<file path="src/hdl/breakpoint_table_top_macros.svh">
// Assertion macros for the breakpoint table.
// Used by breakpoint_table_top; relies on clk and rst_n in the including scope.
`ifndef BREAKPOINT_TABLE_TOP_MACROS_SVH
`define BREAKPOINT_TABLE_TOP_MACROS_SVH

`ifndef NO_ASSERTIONS

// Same-cycle implication, checked out of reset
`define BPT_ASSERT_NOW(label, ante, cons, msg) \
    label: assert property (@(posedge clk) disable iff (!rst_n) (ante) |-> (cons)) \
        else $error(msg);

// Next-cycle implication, checked out of reset
`define BPT_ASSERT_NEXT(label, ante, cons, msg) \
    label: assert property (@(posedge clk) disable iff (!rst_n) (ante) |=> (cons)) \
        else $error(msg);

`else

`define BPT_ASSERT_NOW(label, ante, cons, msg)
`define BPT_ASSERT_NEXT(label, ante, cons, msg)

`endif

`endif

</file>
<file path="src/hdl/bpt_pkg.sv">
// Shared types, sizes and codes for the breakpoint table.
// No dependencies; imported by every module of the block.
`default_nettype none

package bpt_pkg;

    // Table sizing
    localparam int ENTRIES   = 32;
    localparam int ADDR_BITS = 16;
    localparam int IN_ADDR_W = 16;
    localparam int KEY_W     = (ADDR_BITS < IN_ADDR_W) ? ADDR_BITS : IN_ADDR_W;
    localparam int IDX_W     = (ENTRIES > 1) ? $clog2(ENTRIES) : 1;
    localparam int CNT_W     = $clog2(ENTRIES + 1);
    localparam logic [CNT_W-1:0] ENTRIES_C = CNT_W'(ENTRIES);

    // Command codes
    typedef enum logic [2:0] {
        CMD_SET_PERM = 3'd0,
        CMD_SET_TEMP = 3'd1,
        CMD_DELETE   = 3'd2,
        CMD_CLEAR    = 3'd3,
        CMD_CHECK    = 3'd4
    } cmd_t;

    // Status codes
    localparam logic [1:0] ST_OK        = 2'd0;
    localparam logic [1:0] ST_FULL      = 2'd1;
    localparam logic [1:0] ST_NOT_FOUND = 2'd2;

    // Channel payloads
    typedef struct packed {
        logic [2:0]           cmd;
        logic [IN_ADDR_W-1:0] address;
    } cmd_item_t;

    typedef struct packed {
        logic       hit;
        logic [1:0] status;
        logic [5:0] entry_count;
    } rsp_item_t;

    // One table entry
    typedef struct packed {
        logic [KEY_W-1:0] addr;
        logic             temp;
    } entry_t;

    // Memory access request from the sequencer
    typedef struct packed {
        logic             we;
        logic [IDX_W-1:0] waddr;
        entry_t           wdata;
        logic             re;
        logic [IDX_W-1:0] raddr;
    } mem_req_t;

endpackage

`default_nettype wire

</file>
<file path="src/hdl/breakpoint_table_top.sv">
// A clear, full or unknown command finishes without touching the entry store; any other
// command runs the ordered search, reading entries until one is not below the key or the
// end is reached, then an insert or remove moves entries one at a time by a read and a write.
// Throughput: one item at a time through the entry store; the result
// register frees the input side while a result waits downstream.
// Reset (rst_n, asynchronous) empties the table at once; entry contents are not cleared.
`default_nettype none

`include "breakpoint_table_top_macros.svh"

module breakpoint_table_top
    import bpt_pkg::*;
(
    input  wire logic      clk,
    input  wire logic      rst_n,
    input  wire logic      cmd_valid,
    output logic           cmd_ready,
    input  wire cmd_item_t cmd_item,
    output logic           rsp_valid,
    input  wire logic      rsp_ready,
    output rsp_item_t      rsp_item
);

    mem_req_t         mem_req;
    entry_t           rd_data;
    logic [CNT_W-1:0] count;

    // Entry store
    bpt_ram u_ram (
        .clk     (clk),
        .req     (mem_req),
        .rd_data (rd_data)
    );

    // Sequencer
    bpt_ctrl u_ctrl (
        .clk       (clk),
        .rst_n     (rst_n),
        .cmd_valid (cmd_valid),
        .cmd_ready (cmd_ready),
        .cmd_item  (cmd_item),
        .rsp_valid (rsp_valid),
        .rsp_ready (rsp_ready),
        .rsp_item  (rsp_item),
        .mem_req   (mem_req),
        .rd_data   (rd_data),
        .count     (count)
    );

    // Checks
    `BPT_ASSERT_NEXT(a_busy_after_accept, cmd_valid && cmd_ready, !cmd_ready, "accepted item did not busy the block")
    `BPT_ASSERT_NOW(a_count_in_range, 1'b1, count <= ENTRIES_C, "entry count beyond table size")
    `BPT_ASSERT_NOW(a_hit_ok, rsp_valid && rsp_item.hit, rsp_item.status == ST_OK, "hit with error status")
    `BPT_ASSERT_NOW(a_one_port, mem_req.we, !mem_req.re, "read and write in one cycle")

endmodule

`default_nettype wire

</file>
<file path="src/hdl/bpt_ram.sv">
// Entry store: one write port, one read port, registered read data.
// Depends on bpt_pkg for entry and request types.
`default_nettype none

module bpt_ram
    import bpt_pkg::*;
(
    input  wire logic     clk,
    input  wire mem_req_t req,
    output entry_t        rd_data
);

    entry_t mem_array [ENTRIES];
    entry_t rd_data_reg;

    // Write and registered read
    always_ff @(posedge clk)
    begin
        if (req.we)
        begin
            mem_array[req.waddr] <= req.wdata;
        end
        if (req.re)
        begin
            rd_data_reg <= mem_array[req.raddr];
        end
    end

    assign rd_data = rd_data_reg;

endmodule

`default_nettype wire

</file>
<file path="src/hdl/bpt_ctrl.sv">
// Sequencer: ordered search, insert and remove shifts, result register.
// Depends on bpt_pkg; drives the entry store in bpt_ram.
`default_nettype none

module bpt_ctrl
    import bpt_pkg::*;
(
    input  wire logic       clk,
    input  wire logic       rst_n,
    input  wire logic       cmd_valid,
    output logic            cmd_ready,
    input  wire cmd_item_t  cmd_item,
    output logic            rsp_valid,
    input  wire logic       rsp_ready,
    output rsp_item_t       rsp_item,
    output mem_req_t        mem_req,
    input  wire entry_t     rd_data,
    output logic [CNT_W-1:0] count
);

    typedef enum logic [7:0] {
        S_IDLE   = 8'b0000_0001,
        S_RD     = 8'b0000_0010,
        S_CMP    = 8'b0000_0100,
        S_ACT    = 8'b0000_1000,
        S_UP     = 8'b0001_0000,
        S_UP_WR  = 8'b0010_0000,
        S_DN     = 8'b0100_0000,
        S_DN_WR  = 8'b1000_0000
    } state_t;

    // S_DONE folded in: a separate flag marks a finished item waiting to load
    state_t           state_reg, state_next;
    logic             done_reg, done_next;
    logic [2:0]       cmd_reg, cmd_next;
    logic [KEY_W-1:0] key_reg, key_next;
    logic [CNT_W-1:0] idx_reg, idx_next;
    logic [CNT_W-1:0] k_reg, k_next;
    logic [CNT_W-1:0] count_reg, count_next;
    logic             found_reg, found_next;
    logic             ftemp_reg, ftemp_next;
    logic             hit_reg, hit_next;
    logic [1:0]       status_reg, status_next;
    logic             rsp_valid_reg, rsp_valid_next;
    rsp_item_t        rsp_item_reg, rsp_item_next;

    logic [CNT_W-1:0] k_dec;
    logic [CNT_W-1:0] k_inc;
    logic [CNT_W+5:0] cnt_wide;

    assign k_dec    = k_reg - CNT_W'(1);
    assign k_inc    = k_reg + CNT_W'(1);
    assign cnt_wide = {6'd0, count_reg};

    // Control registers
    always_ff @(posedge clk or negedge rst_n)
    begin
        if (!rst_n)
        begin
            state_reg     <= S_IDLE;
            done_reg      <= 1'b0;
            count_reg     <= '0;
            rsp_valid_reg <= 1'b0;
        end
        else
        begin
            state_reg     <= state_next;
            done_reg      <= done_next;
            count_reg     <= count_next;
            rsp_valid_reg <= rsp_valid_next;
        end
    end

    // Working and payload registers
    always_ff @(posedge clk)
    begin
        cmd_reg      <= cmd_next;
        key_reg      <= key_next;
        idx_reg      <= idx_next;
        k_reg        <= k_next;
        found_reg    <= found_next;
        ftemp_reg    <= ftemp_next;
        hit_reg      <= hit_next;
        status_reg   <= status_next;
        rsp_item_reg <= rsp_item_next;
    end

    // Next state and memory accesses
    always_comb
    begin
        state_next     = state_reg;
        done_next      = done_reg;
        cmd_next       = cmd_reg;
        key_next       = key_reg;
        idx_next       = idx_reg;
        k_next         = k_reg;
        count_next     = count_reg;
        found_next     = found_reg;
        ftemp_next     = ftemp_reg;
        hit_next       = hit_reg;
        status_next    = status_reg;
        rsp_valid_next = rsp_valid_reg;
        rsp_item_next  = rsp_item_reg;
        mem_req        = '0;

        // result taken downstream
        if (rsp_valid_reg && rsp_ready)
        begin
            rsp_valid_next = 1'b0;
        end

        if (done_reg)
        begin
            // finished item: load the result register once it is free
            if (!rsp_valid_reg || rsp_ready)
            begin
                rsp_item_next.hit         = hit_reg;
                rsp_item_next.status      = status_reg;
                rsp_item_next.entry_count = cnt_wide[5:0];
                rsp_valid_next            = 1'b1;
                done_next                 = 1'b0;
                state_next                = S_IDLE;
            end
        end
        else
        begin
            case (state_reg)
                S_IDLE:
                begin
                    if (cmd_valid)
                    begin
                        cmd_next    = cmd_item.cmd;
                        key_next    = cmd_item.address[KEY_W-1:0];
                        idx_next    = '0;
                        hit_next    = 1'b0;
                        status_next = ST_OK;
                        found_next  = 1'b0;
                        ftemp_next  = 1'b0;
                        case (cmd_item.cmd)
                            CMD_SET_PERM, CMD_SET_TEMP:
                            begin
                                if (count_reg >= ENTRIES_C)
                                begin
                                    status_next = ST_FULL;
                                    state_next  = S_ACT;
                                    done_next   = 1'b1;
                                end
                                else
                                begin
                                    state_next = S_RD;
                                end
                            end
                            CMD_DELETE, CMD_CHECK:
                            begin
                                state_next = S_RD;
                            end
                            CMD_CLEAR:
                            begin
                                count_next = '0;
                                state_next = S_ACT;
                                done_next  = 1'b1;
                            end
                            default:
                            begin
                                state_next = S_ACT;
                                done_next  = 1'b1;
                            end
                        endcase
                    end
                end

                // issue read of the next candidate, or stop at the end
                S_RD:
                begin
                    if (idx_reg == count_reg)
                    begin
                        found_next = 1'b0;
                        state_next = S_ACT;
                    end
                    else
                    begin
                        mem_req.re    = 1'b1;
                        mem_req.raddr = idx_reg[IDX_W-1:0];
                        state_next    = S_CMP;
                    end
                end

                // first entry not below the key ends the search
                S_CMP:
                begin
                    if (rd_data.addr < key_reg)
                    begin
                        idx_next   = idx_reg + CNT_W'(1);
                        state_next = S_RD;
                    end
                    else
                    begin
                        found_next = (rd_data.addr == key_reg);
                        ftemp_next = rd_data.temp;
                        state_next = S_ACT;
                    end
                end

                // act on the search outcome
                S_ACT:
                begin
                    case (cmd_reg)
                        CMD_SET_PERM, CMD_SET_TEMP:
                        begin
                            if (found_reg)
                            begin
                                if (cmd_reg == CMD_SET_PERM)
                                begin
                                    mem_req.we         = 1'b1;
                                    mem_req.waddr      = idx_reg[IDX_W-1:0];
                                    mem_req.wdata.addr = key_reg;
                                    mem_req.wdata.temp = 1'b0;
                                end
                                done_next = 1'b1;
                            end
                            else
                            begin
                                k_next     = count_reg;
                                state_next = S_UP;
                            end
                        end
                        CMD_DELETE:
                        begin
                            if (found_reg)
                            begin
                                k_next     = idx_reg;
                                state_next = S_DN;
                            end
                            else
                            begin
                                status_next = ST_NOT_FOUND;
                                done_next   = 1'b1;
                            end
                        end
                        CMD_CHECK:
                        begin
                            if (found_reg)
                            begin
                                hit_next = 1'b1;
                                if (ftemp_reg)
                                begin
                                    k_next     = idx_reg;
                                    state_next = S_DN;
                                end
                                else
                                begin
                                    done_next = 1'b1;
                                end
                            end
                            else
                            begin
                                done_next = 1'b1;
                            end
                        end
                        default:
                        begin
                            done_next = 1'b1;
                        end
                    endcase
                end

                // open a gap at the insert slot, top entry first
                S_UP:
                begin
                    if (k_reg == idx_reg)
                    begin
                        mem_req.we         = 1'b1;
                        mem_req.waddr      = idx_reg[IDX_W-1:0];
                        mem_req.wdata.addr = key_reg;
                        mem_req.wdata.temp = (cmd_reg == CMD_SET_TEMP);
                        count_next         = count_reg + CNT_W'(1);
                        done_next          = 1'b1;
                    end
                    else
                    begin
                        mem_req.re    = 1'b1;
                        mem_req.raddr = k_dec[IDX_W-1:0];
                        state_next    = S_UP_WR;
                    end
                end

                S_UP_WR:
                begin
                    mem_req.we    = 1'b1;
                    mem_req.waddr = k_reg[IDX_W-1:0];
                    mem_req.wdata = rd_data;
                    k_next        = k_dec;
                    state_next    = S_UP;
                end

                // close the gap at the removed slot
                S_DN:
                begin
                    if (k_inc >= count_reg)
                    begin
                        count_next = count_reg - CNT_W'(1);
                        done_next  = 1'b1;
                    end
                    else
                    begin
                        mem_req.re    = 1'b1;
                        mem_req.raddr = k_inc[IDX_W-1:0];
                        state_next    = S_DN_WR;
                    end
                end

                S_DN_WR:
                begin
                    mem_req.we    = 1'b1;
                    mem_req.waddr = k_reg[IDX_W-1:0];
                    mem_req.wdata = rd_data;
                    k_next        = k_inc;
                    state_next    = S_DN;
                end

                default:
                begin
                    state_next = S_IDLE;
                end
            endcase
        end
    end

    assign cmd_ready = (state_reg == S_IDLE) && !done_reg;
    assign rsp_valid = rsp_valid_reg;
    assign rsp_item  = rsp_item_reg;
    assign count     = count_reg;

endmodule

`default_nettype wire
</file>
<file path="config.mk">
export PLATFORM = sky130hd
export DESIGN_NAME = breakpoint_table_top
export DESIGN_NICKNAME = d
export VERILOG_FILES = /design/src/hdl/bpt_pkg.sv /design/src/hdl/breakpoint_table_top.sv /design/src/hdl/bpt_ram.sv /design/src/hdl/bpt_ctrl.sv
export VERILOG_INCLUDE_DIRS = /design/src /design/src/hdl
export SDC_FILE = /design/constraint.sdc
export NUM_CORES = 1
export LEC_CHECK = 0
export BUFFER_PORTS_ARGS = -buffer_cell sky130_fd_sc_hd__clkbuf_2
export CORE_AREA = 2 2 221 277
export DETAILED_ROUTE_END_ITERATION = 16
export DIE_AREA = 0 0 223 279
export PLACE_DENSITY = 0.63
export SLEW_MARGIN = 25
export SYNTH_ARGS = -nofsm -noshare
export SYNTH_HDL_FRONTEND = slang
export SYNTH_SLANG_ARGS = --single-unit
</file>
<file path="constraint.sdc">
create_clock -name clk -period 5.03 [get_ports clk]
set_input_delay 0.7545 -clock clk [delete_from_list [all_inputs] [get_ports clk]]
set_output_delay 0.7545 -clock clk [all_outputs]
set_load 0.01 [all_outputs]
</file>
* Yosys cells after proc, flatten, opt, wreduce, memory -nomap -nowiden
Memory sizes are Yosys's and may differ from the RTL's. A register that Yosys moved wholly into a read port is not among the register bits. Cells that the tools add are included.
Cells by class: div/mod/pow operators 0, shift-type cells 0, reduce and logical (&&, ||, !) cells 26, equality and inequality tests 43, multiplexer cells 72, add/subtract/negate cells 5, bitwise logic cells 1, magnitude comparators 3, multiply operators 0
Operators with widths (number):
- 23-bit 2-to-1 mux | 4
- 6-bit 2-to-1 mux | 13
- 8-bit 2-to-1 mux | 9
- 6-bit case mux with 3 select lines | 4
- 23-bit case mux with 3 select lines | 1
- 8-bit case mux with 8 select lines | 1
- 29-bit 2-to-1 mux | 1
- 8-bit case mux with 3 select lines | 1
- 1-bit 2-to-1 mux | 22
- 6-bit by 1-bit adder with 6-bit output, second input constant | 3
- 3-bit by 2-bit != test with 1-bit output, second input constant | 6
- 16-bit equality test | 1
- 16-bit less-than comparator | 1
- 5-bit AND reduction | 3
- 2-bit != test, second input constant | 7
- 6-bit equality test | 2
- 4-bit 2-to-1 mux | 3
- 4-bit by 2-bit != test with 1-bit output, second input constant | 3
- 6-bit case mux with 2 select lines | 1
- 6-bit by 1-bit subtractor with 6-bit output, second input constant | 2
- 2-bit by 1-bit != test with 1-bit output, second input constant | 5
- 3-bit by 2-bit equality test with 1-bit output, second input constant | 3
- 9-bit AND reduction | 1
- 3-bit nonzero test | 3
- other kinds (34) | 50
Word-level totals: bits in latches 0, memory bits (writable) 544, flip-flop bits (word level) 61, output and inout bits 11, memories kept 1, ROM bits 0
Memories:
- u_ram.mem_array | words 32, width 17, rd ports 1, clocked after memory_dff 1, write ports 1, line bpt_ram.sv:13 | entry_t mem_array [ENTRIES];

* Longest topological paths before layout
depth in word-level cells 8, gate-level depth with buffers 16

* Cells and area by module
Synthesis repeated with hierarchy kept, for this count alone.
Second synthesis, totals: cell total of the unflattened synthesis 1675, area total of the unflattened synthesis 26200.1 um^2
By module, submodules not included:
- bpt_ram | cells an instance 1212, area each 21907.3 um^2, instances 1, seq. area each 16846.2 um^2
- bpt_ctrl | cells an instance 463, area each 4292.9 um^2, instances 1, seq. area each 1752.9 um^2

* Worst setup path after synthesis
Ideal clock, no wire load.
path kind register to register, start reg u_ctrl.k_reg[0], end reg, netlist name u_ram.rd_data[6], path buffers 2, path slack 1.304 ns, period minus slack after synthesis 3.726 ns, data arrival time 3.469 ns, stages on the path, launching flop included 14, path through edfxtp_1 -> clkbuf_1 -> and3_1 -> nand3_1 -> xnor2_1 -> ha_1 -> a41o_1 -> a21oi_1 -> nand3_1 -> a31oi_2 -> and2_0 -> clkbuf_1 -> nand2_1 -> o2111a_1
Between the ends: cells in the longest elaborated chain, start to end 5, elaborated cells between the ends (all ways) 8, classes of those cells add/sub: 2; order compare: 1; eq/ne: 1; mux: 4
Ends and longest elaborated chain:
- from (decl) | line bpt_ctrl.sv:38 | logic [CNT_W-1:0] k_reg, k_next;
- from (signal assigned) | line bpt_ctrl.sv:80 | k_reg <= k_next;
- 6-bit by 1-bit adder with 6-bit output | line bpt_ctrl.sv:52 | assign k_inc = k_reg + CNT_W'(1);
- 6-bit greater-or-equal comparator | line bpt_ctrl.sv:299 | if (k_inc >= count_reg)
- 6-bit 2-to-1 mux | line bpt_ctrl.sv:299
- 6-bit case mux with 3 select lines (*) | line bpt_ctrl.sv:127 | case (state_reg)
- 29-bit 2-to-1 mux (*) | line bpt_ctrl.sv:112 | if (done_reg)
Every way passes the cells marked *; elsewhere a longest branch is shown, timed or not. A chain may end at the register's enable or synchronous reset.

* Final worst setup path
start reg u_ctrl.k_reg[0], end reg, netlist name u_ram.rd_data[14]
Between the ends: cells in the longest elaborated chain, start to end 5, elaborated cells between the ends (all ways) 8, classes of those cells add/sub: 2; order compare: 1; eq/ne: 1; mux: 4
Ends and longest elaborated chain (line):
- 6-bit by 1-bit adder with 6-bit output | bpt_ctrl.sv:52
- 6-bit greater-or-equal comparator | bpt_ctrl.sv:299
- 6-bit 2-to-1 mux | bpt_ctrl.sv:299
- 6-bit case mux with 3 select lines (*) | bpt_ctrl.sv:127
- 29-bit 2-to-1 mux (*) | bpt_ctrl.sv:112
Marks and branches as above.

==> impl_metrics.csv <==
group,metric,value,unit
finish,area.growth.synth_to_final,13.53,%
sta,clock-skew-final,0.02431,ns
synth,yosysWarnings,0,
worst_setup_path,cp.arrival,5.16,ns
synth,synth_area_leaders,"edfxtp_1 68%, nand2_1 4.2%, mux2i_1 3.8%",
clock_network,cts_tree,"built",
placed_design,dp_hpwl,47.84,mm
clock_network,root_buffer,"clkbuf_16",
detailed_routing,detail-route-antenna-nets,0,
worst_setup_path,r2r_slack,0.20,ns
die,die_h,279,um
synth,seq_area_frac_synth,69.87,%
detailed_routing,routed_wl,73.17,mm
clock_network,cts.sinks,622,
worst_setup_path,cp-start-kind,"flip-flop",
sta,tightestPinTransition,1.079,ns
global_route,grt_max_degree,52,
finish,nets,2111,
synth,syn_nets,2017,
synth,async_flop_share,2.572,%
sta,final_max_slew_viol_count,0,
placed_design,place_inst,2762,
synth,synth.area.mux_share,4.682,%
clock_network,clk_pin_slew,0.07,ns
finish,fin_cells,2870,
global_route,grtUsageTotal,23.27,%
die,dieArea,62220,um2
worst_setup_path,endpoint,"u_ram.rd_data[14]",
min_path,hp-class,"in2async",
synth,synthFlopType,"edfxtp_1",
detailed_routing,drc_errors,0,
synth,syn_area,26620,um2
clock_network,post-cts-setup-buffers,0,
detailed_routing,drtIter0Drc,1933,
worst_setup_path,r2r_start,"u_ctrl.k_reg[0]",
global_route,antenna_found_initial,2,
synth,ys_types,77,
die,start_util,44.79,%
worst_setup_path,reg2reg_to,"u_ram.rd_data[14]",
worst_setup_path,crit_path_end_kind,"flip-flop",
synth,avgSynthCellArea,13.55,um2
die,io-pin-count,34,
worst_setup_path,required,5.36,ns
finish,largest_reg_flops,544,
placed_design,place_ws,0.2813,ns
die,row_count,100,
finish,final_util,50.85,%
worst_setup_path,worst-setup-path-type,"reg2reg",
global_route,grt_pass1_wl,107.8,mm
synth,synthCells,1964,
placed_design,place_congestion,0.9089,
sta,final.setup.worst_slack,0.2040,ns
worst_setup_path,critPathLaunch,"u_ctrl.k_reg[0]",
worst_setup_path,reg2reg_depth,11,
detailed_routing,wire_per_inst,25.50,um
detailed_routing,via_per_inst,5.960,
sta,final.setup.tns,0,ns
sta,period_needed,4.826,ns
synth,synth_top_family_by_area,"simple AND/OR/NAND/NOR gates",
global_route,first_global_vias,16700,
run,drv_cap,0,
sta,fin_crit_sh,95.94,%
synth,yosysTopAreaCellShare,68.37,%
synth,synth_edf_count,606,
clock_network,htreeDepth,2,
sta,timing.fmax,207.2,MHz
clock_network,clkLatencyLatePin,0.64,ns
synth,ys_ff_latch,622,
sta,setup_viol_count_final,0,
sta,rsz0062_at_grt,"true",
worst_setup_path,cp_max_fo,16,
clock_network,clockBufferDepth,3,
placed_design,port_buffers,33,
status,status,"finished clean",
synth,synth_compound_area_share,9.664,%
power,worst_ir_drop_vdd,0.0002411,V
synth,synth-simple-area-share,10.80,%
synth,synth_fa_ha_area_share,1.438,%
sta,slew_headroom,27.28,%
detailed_routing,vias,17104,
sta,final-hold-violation-count,0,
synth,synth_top_area_cell,"edfxtp_1",
die,core,59430,um2
detailed_routing,dr.pass1.iters,5,
finish,drive_gt1_share,13.92,%
power,p_per_area,361.4,nW/um2
clock_network,cts_buffers,59,
global_route,overflow,0,
die,die_x,223,um
finish,n_antenna_cell,0,
power,leakage,0.01167,uW
synth,synth_xor_xnor_area_share,1.020,%
logic make-up (layout without fill, tap and decap cells):
kind of cell,after synthesis,in the layout
xor+xnor,31,31
buf+inv,149,290
mux,122,122
flops,622,622
simple gates,635,635
fa+ha+maj,30,30
compound gates,375,375
critical path, cell delays in order, from the launching register on:
cell and delay [ns]:
edfxtp_1 0.67, ha_1 0.27, xor2_1 0.39, ha_1 0.33
a41o_1 0.31, a2111oi_4 0.59, o31a_2 0.57, buf_4 0.28
nand3_1 0.08, and3_1 0.16, a2111oi_2 0.66, a22oi_1 0.22
worst min path at each step:
stage | depth (start not counted) | startpoint | endpoint
global placement | 0 | u_ctrl.hit_reg | u_ctrl.rsp_item[8]
finish | 1 | rst_n | u_ctrl.rsp_valid
CTS | 1 | rst_n | u_ctrl.rsp_valid
detailed placement | 0 | u_ctrl.status_reg[0] | u_ctrl.rsp_item[6]
global route | 1 | rst_n | u_ctrl.rsp_valid
floorplan | 0 | u_ctrl.status_reg[0] | u_ctrl.rsp_item[6]
cells in the final DEF (no fill, tap or decap), types with 7 or more instances in the layout:
cell,synthesis,layout
clkinv_2,0,13
nand3_1,118,118
a2111oi_0,10,10
a22o_1,7,7
o211ai_1,13,13
edfxtp_1,606,606
a31oi_1,32,30
a22oi_1,33,33
clkbuf_16,0,59
and2_1,14,15
nor2_2,0,33
o21ai_0,46,46
and2_0,18,17
clkinv_1,0,15
a211o_1,9,9
inv_1,34,34
dfrtp_1,15,15
mux2_1,14,14
buf_12,0,11
a21o_1,7,7
nor2_1,92,57
and3_1,18,18
a221oi_1,19,19
nor4_1,7,7
buf_4,9,103
nand4_1,10,10
clkbuf_1,41,9
mux2i_1,102,102
xor2_1,7,7
or3_1,10,9
a21oi_1,84,81
nand2_1,297,297
o21ai_1,25,25
nor3_1,20,19
nand2b_1,13,13
xnor2_1,24,24
ha_1,29,29
a211oi_1,32,32
clkbuf_2,0,33
cell usage after synthesis (32+ instances only):
cell type,n
inv_1,34
a31oi_1,32
nor2_1,92
mux2i_1,102
a211oi_1,32
a22oi_1,33
clkbuf_1,41
nand3_1,118
a21oi_1,84
o21ai_0,46
edfxtp_1,606
buf_2,51
nand2_1,297
power by group:
part,leakage (uW),total (uW),switching [uW],internal [uW]
combinational,0.00374,736,497,238
sequential,0.00703,5890,137,5750
clock,0.000899,4300,1940,2360
total,0.0117,10900,2580,8350
per-stage QoR:
step                      hold slack (ns)  area (um2)  total power (uW)
after floorplan                    0.4003       26620              6441
after global placement             0.4063       28370              6716
after detailed placement           0.4045       28380              6725
after CTS                         0.03163       30220             10980
after global routing              0.05610       30220             11240
final                             0.03878       30220             10920
area by class of cell:
cell class	count	area (um2)
Sequential cell	622	18600
Inverter	35	131.4
Clock inverter	40	329.1
Fill cell	4965	29210
Timing Repair Buffer	147	1159
Multi-Input combinational cell	1193	7535
Clock buffer	68	1510
Tap cell	765	957.2
metal layers:
| layer | vias up | global-route usage (%) | wire (um) | part of all wire [%] |
|---|---|---|---|---|
| met5 | - | 0 | 27 | 0.037 |
| met4 | 4 | 9.155 | 2893 | 4.0 |
| met3 | 161 | 3.925 | 5395 | 7.4 |
| met2 | 727 | 39.47 | 35870 | 49 |
| met1 | 8545 | 29.87 | 28990 | 40 |
| li1 | 7667 | - | - | - |
repair_timing:
| item | CTS | global route |
|---|---|---|
| setup endpoints to repair | 0 | 2 |
| resized for setup | 0 | 1 |
| hold buffers | 0 | 0 |
No activity file was read; power rests on OpenSTA's default activity.
